File: src/hdl/fcmc_pkg.sv
package fcmc_pkg;

  localparam int DEPTH    = 128;
  localparam int KEY_BITS = 10;
  localparam int CAP_W    = 8;
  localparam int CNT_W    = 16;

  // match bits are folded in groups before the final OR
  localparam int GROUP    = 16;
  localparam int NGROUPS  = (DEPTH + GROUP - 1) / GROUP;

  localparam logic [CNT_W-1:0] MISS_MAX = {CNT_W{1'b1}};
  localparam logic [CAP_W-1:0] CAP_RESET = CAP_W'(128);

  typedef logic [KEY_BITS-1:0] key_t;
  typedef logic [CAP_W-1:0]    cap_t;
  typedef logic [CNT_W-1:0]    cnt_t;

  // broadcast from the sequencer to every cell
  typedef struct packed {
    logic cmp;    // register the match bit
    logic shift;  // take the neighbor's entry
    key_t key;    // key under lookup
  } cell_ctrl_t;

endpackage

File: src/hdl/fcmc_if.sv
interface fcmc_in_if;
  logic           valid;
  logic           ready;
  fcmc_pkg::key_t word_key;

  modport source (output valid, output word_key, input ready);
  modport sink   (input valid, input word_key, output ready);
endinterface

interface fcmc_out_if;
  logic           valid;
  logic           ready;
  logic           hit;
  fcmc_pkg::cnt_t miss_count;

  modport source (output valid, output hit, output miss_count, input ready);
  modport sink   (input valid, input hit, input miss_count, output ready);
endinterface

interface fcmc_cfg_if;
  logic           valid;
  logic           ready;
  fcmc_pkg::cap_t data;

  modport source (output valid, output data, input ready);
  modport sink   (input valid, input data, output ready);
endinterface

File: src/hdl/fcmc_cell.sv
module fcmc_cell (
  input  logic                 clk,
  input  logic                 rst_n,
  input  fcmc_pkg::cell_ctrl_t ctrl,
  input  logic                 in_win,
  input  fcmc_pkg::key_t       prev_key,
  input  logic                 prev_valid,
  output fcmc_pkg::key_t       key_o,
  output logic                 valid_o,
  output logic                 match_o
);

  fcmc_pkg::key_t key_r;
  logic           valid_r;
  logic           match_r;

  // hold the entry unless a miss pushes the chain one step older
  always_ff @(posedge clk) begin
    if (!rst_n) begin
      valid_r <= 1'b0;
    end else if (ctrl.shift) begin
      valid_r <= prev_valid & in_win;
    end
  end

  always_ff @(posedge clk) begin
    if (ctrl.shift) begin
      key_r <= prev_key;
    end
    if (ctrl.cmp) begin
      match_r <= valid_r & in_win & (key_r == ctrl.key);
    end
  end

  assign key_o   = key_r;
  assign valid_o = valid_r;
  assign match_o = match_r;

endmodule

File: src/hdl/fcmc_or_tree.sv
module fcmc_or_tree (
  input  logic                          clk,
  input  logic                          load,
  input  logic [fcmc_pkg::DEPTH-1:0]    match,
  output logic [fcmc_pkg::NGROUPS-1:0]  grp_o
);

  logic [fcmc_pkg::NGROUPS-1:0] grp_r;
  logic [fcmc_pkg::NGROUPS-1:0] grp_nxt;

  always_comb begin
    for (int g = 0; g < fcmc_pkg::NGROUPS; g++) begin
      grp_nxt[g] = 1'b0;
      for (int j = 0; j < fcmc_pkg::GROUP; j++) begin
        if (g * fcmc_pkg::GROUP + j < fcmc_pkg::DEPTH) begin
          grp_nxt[g] = grp_nxt[g] | match[g * fcmc_pkg::GROUP + j];
        end
      end
    end
  end

  always_ff @(posedge clk) begin
    if (load) begin
      grp_r <= grp_nxt;
    end
  end

  assign grp_o = grp_r;

endmodule

File: src/hdl/fifo_cache_miss_counter_top.sv
// Fully associative key store with first-in-first-out replacement and a
// saturating miss counter.
// in_ch  : lookup requests, one word_key each (valid/ready).
// out_ch : one result per request: hit and the running miss_count.
// cfg_ch : capacity register (reset 128, values above the built depth act
//          as the depth, zero stores nothing). Write only while idle.
// The entries live in a row of cells, newest in cell 0. A miss shifts the
// whole row one cell older and drops anything past the capacity.
// Flow: a request is compared in the cells (ST_CMP), the match bits are
// folded in groups of 16 (ST_RED) and the hit is resolved and the row
// updated (ST_DEC), where the result is written to the output register
// and a new request can be taken in that same cycle. No request is
// taken before the last one is resolved; the compare/fold/update loop
// through the cell row sets this.
// Reset empties the store, clears the miss count and sets capacity 128;
// no clearing pass is needed. If the receiver stalls, a result waits in
// the output register; the next request still runs its compare and fold
// and then holds until the pending result is taken.
module fifo_cache_miss_counter_top (
  input  logic       clk,
  input  logic       rst_n,
  fcmc_in_if.sink    in_ch,
  fcmc_out_if.source out_ch,
  fcmc_cfg_if.sink   cfg_ch
);

  typedef enum logic [3:0] {
    ST_IDLE = 4'b0001,
    ST_CMP  = 4'b0010,
    ST_RED  = 4'b0100,
    ST_DEC  = 4'b1000
  } state_t;

  state_t state_r, state_nxt;

  fcmc_pkg::key_t key_r;
  fcmc_pkg::cap_t cap_r;
  fcmc_pkg::cnt_t miss_r, miss_nxt;
  logic           out_valid_r;
  logic           out_hit_r;
  fcmc_pkg::cnt_t out_cnt_r;

  fcmc_pkg::cell_ctrl_t          ctrl;
  fcmc_pkg::key_t                cell_key   [fcmc_pkg::DEPTH];
  logic [fcmc_pkg::DEPTH-1:0]    cell_valid;
  logic [fcmc_pkg::DEPTH-1:0]    cell_match;
  logic [fcmc_pkg::DEPTH-1:0]    in_win;
  logic [fcmc_pkg::NGROUPS-1:0]  grp;

  logic in_fire, go, dec_fire, hit, shift;

  // config register: always ready
  assign cfg_ch.ready = 1'b1;

  always_ff @(posedge clk) begin
    if (!rst_n) begin
      cap_r <= fcmc_pkg::CAP_RESET;
    end else if (cfg_ch.valid) begin
      cap_r <= cfg_ch.data;
    end
  end

  // resolve stage may only finish when the output register is free
  assign hit      = |grp;
  assign go       = !out_valid_r || out_ch.ready;
  assign dec_fire = (state_r == ST_DEC) && go;
  assign shift    = dec_fire && !hit && (cap_r != '0);

  assign in_ch.ready = (state_r == ST_IDLE) || dec_fire;
  assign in_fire     = in_ch.valid && in_ch.ready;

  always_comb begin
    state_nxt = state_r;
    unique case (state_r)
      ST_IDLE: if (in_fire) state_nxt = ST_CMP;
      ST_CMP:  state_nxt = ST_RED;
      ST_RED:  state_nxt = ST_DEC;
      ST_DEC: begin
        if (dec_fire) begin
          state_nxt = in_fire ? ST_CMP : ST_IDLE;
        end
      end
      default: state_nxt = ST_IDLE;
    endcase
  end

  always_ff @(posedge clk) begin
    if (!rst_n) begin
      state_r <= ST_IDLE;
    end else begin
      state_r <= state_nxt;
    end
  end

  always_ff @(posedge clk) begin
    if (in_fire) begin
      key_r <= in_ch.word_key;
    end
  end

  // saturating miss count
  always_comb begin
    miss_nxt = miss_r;
    if (dec_fire && !hit && (miss_r != fcmc_pkg::MISS_MAX)) begin
      miss_nxt = miss_r + fcmc_pkg::CNT_W'(1);
    end
  end

  always_ff @(posedge clk) begin
    if (!rst_n) begin
      miss_r      <= '0;
      out_valid_r <= 1'b0;
    end else begin
      miss_r <= miss_nxt;
      if (dec_fire) begin
        out_valid_r <= 1'b1;
      end else if (out_ch.ready) begin
        out_valid_r <= 1'b0;
      end
    end
  end

  always_ff @(posedge clk) begin
    if (dec_fire) begin
      out_hit_r <= hit;
      out_cnt_r <= miss_nxt;
    end
  end

  assign out_ch.valid      = out_valid_r;
  assign out_ch.hit        = out_hit_r;
  assign out_ch.miss_count = out_cnt_r;

  // broadcast control to the cell row
  assign ctrl.cmp   = (state_r == ST_CMP);
  assign ctrl.shift = shift;
  assign ctrl.key   = key_r;

  // cell 0 takes the new key; cell i takes cell i-1
  for (genvar i = 0; i < fcmc_pkg::DEPTH; i++) begin : g_cell
    assign in_win[i] = (32'(i) < 32'(cap_r));

    if (i == 0) begin : g_head
      fcmc_cell u_cell (
        .clk        (clk),
        .rst_n      (rst_n),
        .ctrl       (ctrl),
        .in_win     (in_win[i]),
        .prev_key   (key_r),
        .prev_valid (1'b1),
        .key_o      (cell_key[i]),
        .valid_o    (cell_valid[i]),
        .match_o    (cell_match[i])
      );
    end else begin : g_body
      fcmc_cell u_cell (
        .clk        (clk),
        .rst_n      (rst_n),
        .ctrl       (ctrl),
        .in_win     (in_win[i]),
        .prev_key   (cell_key[i-1]),
        .prev_valid (cell_valid[i-1]),
        .key_o      (cell_key[i]),
        .valid_o    (cell_valid[i]),
        .match_o    (cell_match[i])
      );
    end
  end

  fcmc_or_tree u_or_tree (
    .clk   (clk),
    .load  (state_r == ST_RED),
    .match (cell_match),
    .grp_o (grp)
  );

  // a pending result blocks the resolve stage
  a_dec_hold: assert property (@(posedge clk) disable iff (!rst_n)
    (state_r == ST_DEC && out_valid_r && !out_ch.ready) |=> (state_r == ST_DEC))
    else $error("resolve stage advanced over a pending result");

  // requests are taken only when the cell row is free
  a_ready_state: assert property (@(posedge clk) disable iff (!rst_n)
    in_ch.ready |-> (state_r == ST_IDLE || state_r == ST_DEC))
    else $error("request taken while compare in flight");

  // a stored miss lands in the newest cell
  a_head_valid: assert property (@(posedge clk) disable iff (!rst_n)
    shift |=> cell_valid[0])
    else $error("newest cell not valid after append");

  // the count never steps back
  a_miss_mono: assert property (@(posedge clk) disable iff (!rst_n)
    dec_fire |=> (miss_r >= $past(miss_r)))
    else $error("miss count decreased");

endmodule

File: src/flat_wrapper.sv
// flat-port wrapper written by rule: the top's interface ports become plain ports
module fifo_cache_miss_counter_top_flat 
  (clk, rst_n, in_ch_valid, in_ch_word_key, in_ch_ready, out_ch_valid, out_ch_hit, out_ch_miss_count, out_ch_ready, cfg_ch_valid, cfg_ch_data, cfg_ch_ready);
  fcmc_in_if in_ch_i ();
  fcmc_out_if out_ch_i ();
  fcmc_cfg_if cfg_ch_i ();
  input  logic clk;
  input  logic rst_n;
  input wire logic [$bits(in_ch_i.valid)-1:0] in_ch_valid;
  input wire logic [$bits(in_ch_i.word_key)-1:0] in_ch_word_key;
  output wire logic [$bits(in_ch_i.ready)-1:0] in_ch_ready;
  output wire logic [$bits(out_ch_i.valid)-1:0] out_ch_valid;
  output wire logic [$bits(out_ch_i.hit)-1:0] out_ch_hit;
  output wire logic [$bits(out_ch_i.miss_count)-1:0] out_ch_miss_count;
  input wire logic [$bits(out_ch_i.ready)-1:0] out_ch_ready;
  input wire logic [$bits(cfg_ch_i.valid)-1:0] cfg_ch_valid;
  input wire logic [$bits(cfg_ch_i.data)-1:0] cfg_ch_data;
  output wire logic [$bits(cfg_ch_i.ready)-1:0] cfg_ch_ready;
  assign in_ch_i.valid = in_ch_valid;
  assign in_ch_i.word_key = in_ch_word_key;
  assign in_ch_ready = in_ch_i.ready;
  assign out_ch_valid = out_ch_i.valid;
  assign out_ch_hit = out_ch_i.hit;
  assign out_ch_miss_count = out_ch_i.miss_count;
  assign out_ch_i.ready = out_ch_ready;
  assign cfg_ch_i.valid = cfg_ch_valid;
  assign cfg_ch_i.data = cfg_ch_data;
  assign cfg_ch_ready = cfg_ch_i.ready;
  fifo_cache_miss_counter_top u_core (.clk(clk), .rst_n(rst_n), .in_ch(in_ch_i), .out_ch(out_ch_i), .cfg_ch(cfg_ch_i));
endmodule
File: config.mk
export PLATFORM = sky130hd
export DESIGN_NAME = fifo_cache_miss_counter_top_flat
export DESIGN_NICKNAME = d
export VERILOG_FILES = /design/src/hdl/fcmc_pkg.sv /design/src/hdl/fcmc_if.sv /design/src/hdl/fcmc_cell.sv /design/src/hdl/fcmc_or_tree.sv /design/src/hdl/fifo_cache_miss_counter_top.sv /design/src/flat_wrapper.sv
export SDC_FILE = /design/constraint.sdc
export NUM_CORES = 2
export LEC_CHECK = 0
export ABC_AREA = 1
export BUFFER_PORTS_ARGS = -buffer_cell sky130_fd_sc_hd__buf_2
export CORE_UTILIZATION = 50
export CTS_CLUSTER_SIZE = 14
export DETAILED_ROUTE_END_ITERATION = 10
export PLACE_DENSITY_LB_ADDON = 0.08
export SYNTH_ARGS = -nofsm -noshare
export SYNTH_HDL_FRONTEND = slang
export SYNTH_SLANG_ARGS = --single-unit
File: constraint.sdc
create_clock -name clk -period 12.1 [get_ports clk]
set_input_delay 1.21 -clock clk [delete_from_list [all_inputs] [get_ports clk]]
set_output_delay 1.21 -clock clk [all_outputs]
set_load 0.03 [all_outputs]
==> qor.yml <==
cts:
  cts_resized: 0
  ctsHoldBuffers: 0
  post_cts_buffers: 0
  cts_buffer_depth: 3
  htreeDepth: 4
  clk_latency_ns: 0.80
  cts_root_buf: "clkbuf_16"
  clk_pin_slew_ns: 0.06
  tritoncts: "done"
  cts_sinks: 1600
  cts_inserted_buffers: 170
die:
  rows: 135
  dieWidth_um: 372.4
  dieArea_um2: 138700
  initial_core_util_pct: 50.51
  num_io_pins: 43
  core-area_um2: 135800
  die_h_um: 372.4
setup_path:
  worst_setup_path_start_kind: "register"
  crit_arrival_ns: 5.45
  path_class: "reg -> reg"
  cp_slowest_cell: "nor2_8"
  crit_buf_inv: 3
  worstPathMaxFanout: 170
  crit_required_ns: 12.77
  worstPathCellList: "nor2_4, nand2_4, nor2_8, nand2_2, inv_2, nor2_8, buf_12, buf_12, o21ai_0, nand2_1, nor2_1"
  max_stage_delay_ns: 0.76
  endpoint_kind: "register"
  path_delay_family: "simple AND/OR/NAND/NOR gates"
drt:
  wl_mm: 193.9
  first_pass_iters: 6
  drt_iter0_drc: 5320
  wl_per_cell_um: 24.32
  num_vias: 46970
  drc: 0
  viasPerCell: 5.892
  postRouteAntennaNets: 0
placement:
  dp.cells: 7645
  globalplace.congestion: 0.8650
  port_buffers: 41
  hpwl_mm: 113.6
pwr:
  powerDensity_nw_per_um2: 157.1
  p_leak_nw: 24.13
  vdd_drop_max_mv: 0.1096
yosys:
  synth_area_um2: 68590
  yosysTopAreaCell: "edfxtp_1"
  synth_top_area_share_pct: 63.17
  synth_nets: 6097
  syn_area_per_cell_um2: 11.29
  synth_area_leaders: "edfxtp_1 63%, nand2_1 7.6%, dfxtp_1 4.6%"
  ys_warn_count: 0
  synthArstFlopShare_pct: 0
  ys.flop_type: "edfxtp_1"
  seq_area_frac_synth_pct: 67.76
  synth_cells: 6073
  synth_seq_cells: 1600
  synth_cell_type_count: 45
  synth-edff-count: 1443
timing:
  setup_viol: 0
  period_minus_slack_ns: 4.776
  tightest_slew_ns: 1.128
  setup_tns_ns: 0
  rsz0062_at_grt: "false"
  fin_skew_ns: 0.02261
  hold_viol: 0
  period_share_pct: 39.47
  fmax_mhz: 209.4
  maxSlewHeadroom_pct: 24.08
  slew_violations: 0
global_routing:
  grt_overflow: 0
  grt_pass1_wl_mm: 285.3
  antenna_found_initial: 7
  grt_max_degree: 204
  grt_pass1_vias: 44870
  track_usage_pct: 27.82
job:
  drv_cap: 0
hold_path:
  min_path_type: "reg -> reg"
cells_and_area:
  layoutNonFillerInstCount: 7971
  area_growth_pct: 10.54
  final.fill_count: 11390
  layout-drive-gt1-share_pct: 7.313
  nets: 6060
run_status:
  outcome: "complete, no violations"
worst register-to-register path: stages, from the launching register on:
cell,delay (ns)
dfxtp_1,0.61
nor2_4,0.25
nand2_4,0.41
nor2_8,0.16
nand2_2,0.16
inv_2,0.09
nor2_8,0.76
buf_12,0.71
buf_12,0.87
o21ai_0,0.48
nand2_1,0.12
nor2_1,0.05
cells in the final DEF, fill, tap and decap left out, drive strengths merged, types with 2 or more instances in the layout:
master and count:
inv 351, dfxtp 157, clkinvlp 5, buf 100, o211ai 72, nor3 178, diode 9, nor4 34
a22o 29, xnor2 186, nor3b 2, o2111a 3, a21oi 167, o21ai 399, a211oi 13, nand4 115
o2111ai 29, or2 68, bufinv 12, nor2 517, o221ai 35, edfxtp 1443, clkbuf 252, xor2 188
a21boi 8, nand2 1391, o22ai 181, clkinv 43, nand3b 17, nand3 181
routing by layer:
| layer | GRT usage (%) | up-vias | wire length, um |
|---|---|---|---|
| met5 | 0 | - | 38 |
| met4 | 9.152 | 6 | 5664 |
| met3 | 5.367 | 320 | 16810 |
| met2 | 43.11 | 2045 | 87900 |
| met1 | 39.43 | 23290 | 83460 |
| li1 | - | 21300 | - |
cell families after synthesis:
family                     count (synthesis)  synth area share, %
AOI/OAI and AO/OA                        937                8.046
xor gates and xnor gates                 374                4.776
adders and majority gates                  1              0.01824
buffers and inverters                    655                4.002
DFF                                     1600                67.76
other                                      1             0.005467
and+or+nand+nor                         2505                15.40
synthesized netlist by cell type (all sizes together), types with 35 or more instances:
library cell and number:
edfxtp 1443, nand2 1391, nor2 517, o21ai 399, inv 341, xor2 188
xnor2 186, nand3 181, o22ai 181, nor3 178, buf 171, a21oi 167
dfxtp 157, clkbuf 138, nand4 115, o211ai 72, or2 68, o221ai 35
state kept, by name (all words and copies together), names as in the netlist, 8 cells and up:
signal / flops
u_core.u_or_tree.grp_o: 8
u_core.cap_r: 8
u_core.out_ch.miss_count: 16
u_core.g_cell.g_body.u_cell.match_o: 127
u_core.miss_r: 16
u_core.key_r: 10
u_core.g_cell.g_body.u_cell.valid_o: 127
u_core.g_cell.g_body.u_cell.key_o: 1270
u_core.g_cell.g_head.u_cell.key_o: 10
worst paths after layout:
path / to / startpoint / cells past startpoint / slack (ns)
worst max-delay path: u_core.g_cell[42].g_body.u_cell.valid_o$_SDFFE_PN0P_ / u_core.cap_r[7]$_SDFFE_PN1P_ / 11 / 7.32
worst min-delay path: u_core.g_cell[11].g_body.u_cell.key_o[1]$_DFFE_PP_ / u_core.g_cell[10].g_body.u_cell.key_o[1]$_DFFE_PP_ / 0 / 0.44
worst max register to register: u_core.g_cell[42].g_body.u_cell.valid_o$_SDFFE_PN0P_ / u_core.cap_r[7]$_SDFFE_PN1P_ / 11 / 7.32
worst min register to register: u_core.g_cell[11].g_body.u_cell.key_o[1]$_DFFE_PP_ / u_core.g_cell[10].g_body.u_cell.key_o[1]$_DFFE_PP_ / 0 / 0.44
final cells by class:
class | instances | area (um^2) | share of cell area, %
flip-flops and latches | 1600 | 46470 | 61.29
repair buffers | 100 | 773.2 | 1.020
diodes | 9 | 22.52 | 0.02970
multi-input cells | 3818 | 19380 | 25.57
clock buffers | 252 | 4911 | 6.477
inverters | 346 | 1358 | 1.790
well taps | 1781 | 2228 | 2.939
clock inverters | 65 | 670.6 | 0.8845
report_power, final:
group          switching [W]  internal, W
Clock                0.00217      0.00307
Combinational       0.000530     0.000182
Sequential         0.0000109      0.00595
Total                0.00271      0.00920
per-stage QoR:
stage,total power (W),instance area (um^2),utilization (%),hold WS (ns),setup slack [ns]
after global placement,0.006776,70220,51.71,0.4298,6.589
final,0.01191,75820,55.83,0.4362,7.324
after detailed placement,0.006785,70220,51.71,0.4317,6.441
after global routing,0.01225,75800,55.82,0.4508,6.899
after CTS,0.01199,75800,55.82,0.4452,7.299
after floorplan,0.006526,68590,-,0.4206,3.131
Power figures use the tool's default switching activity.
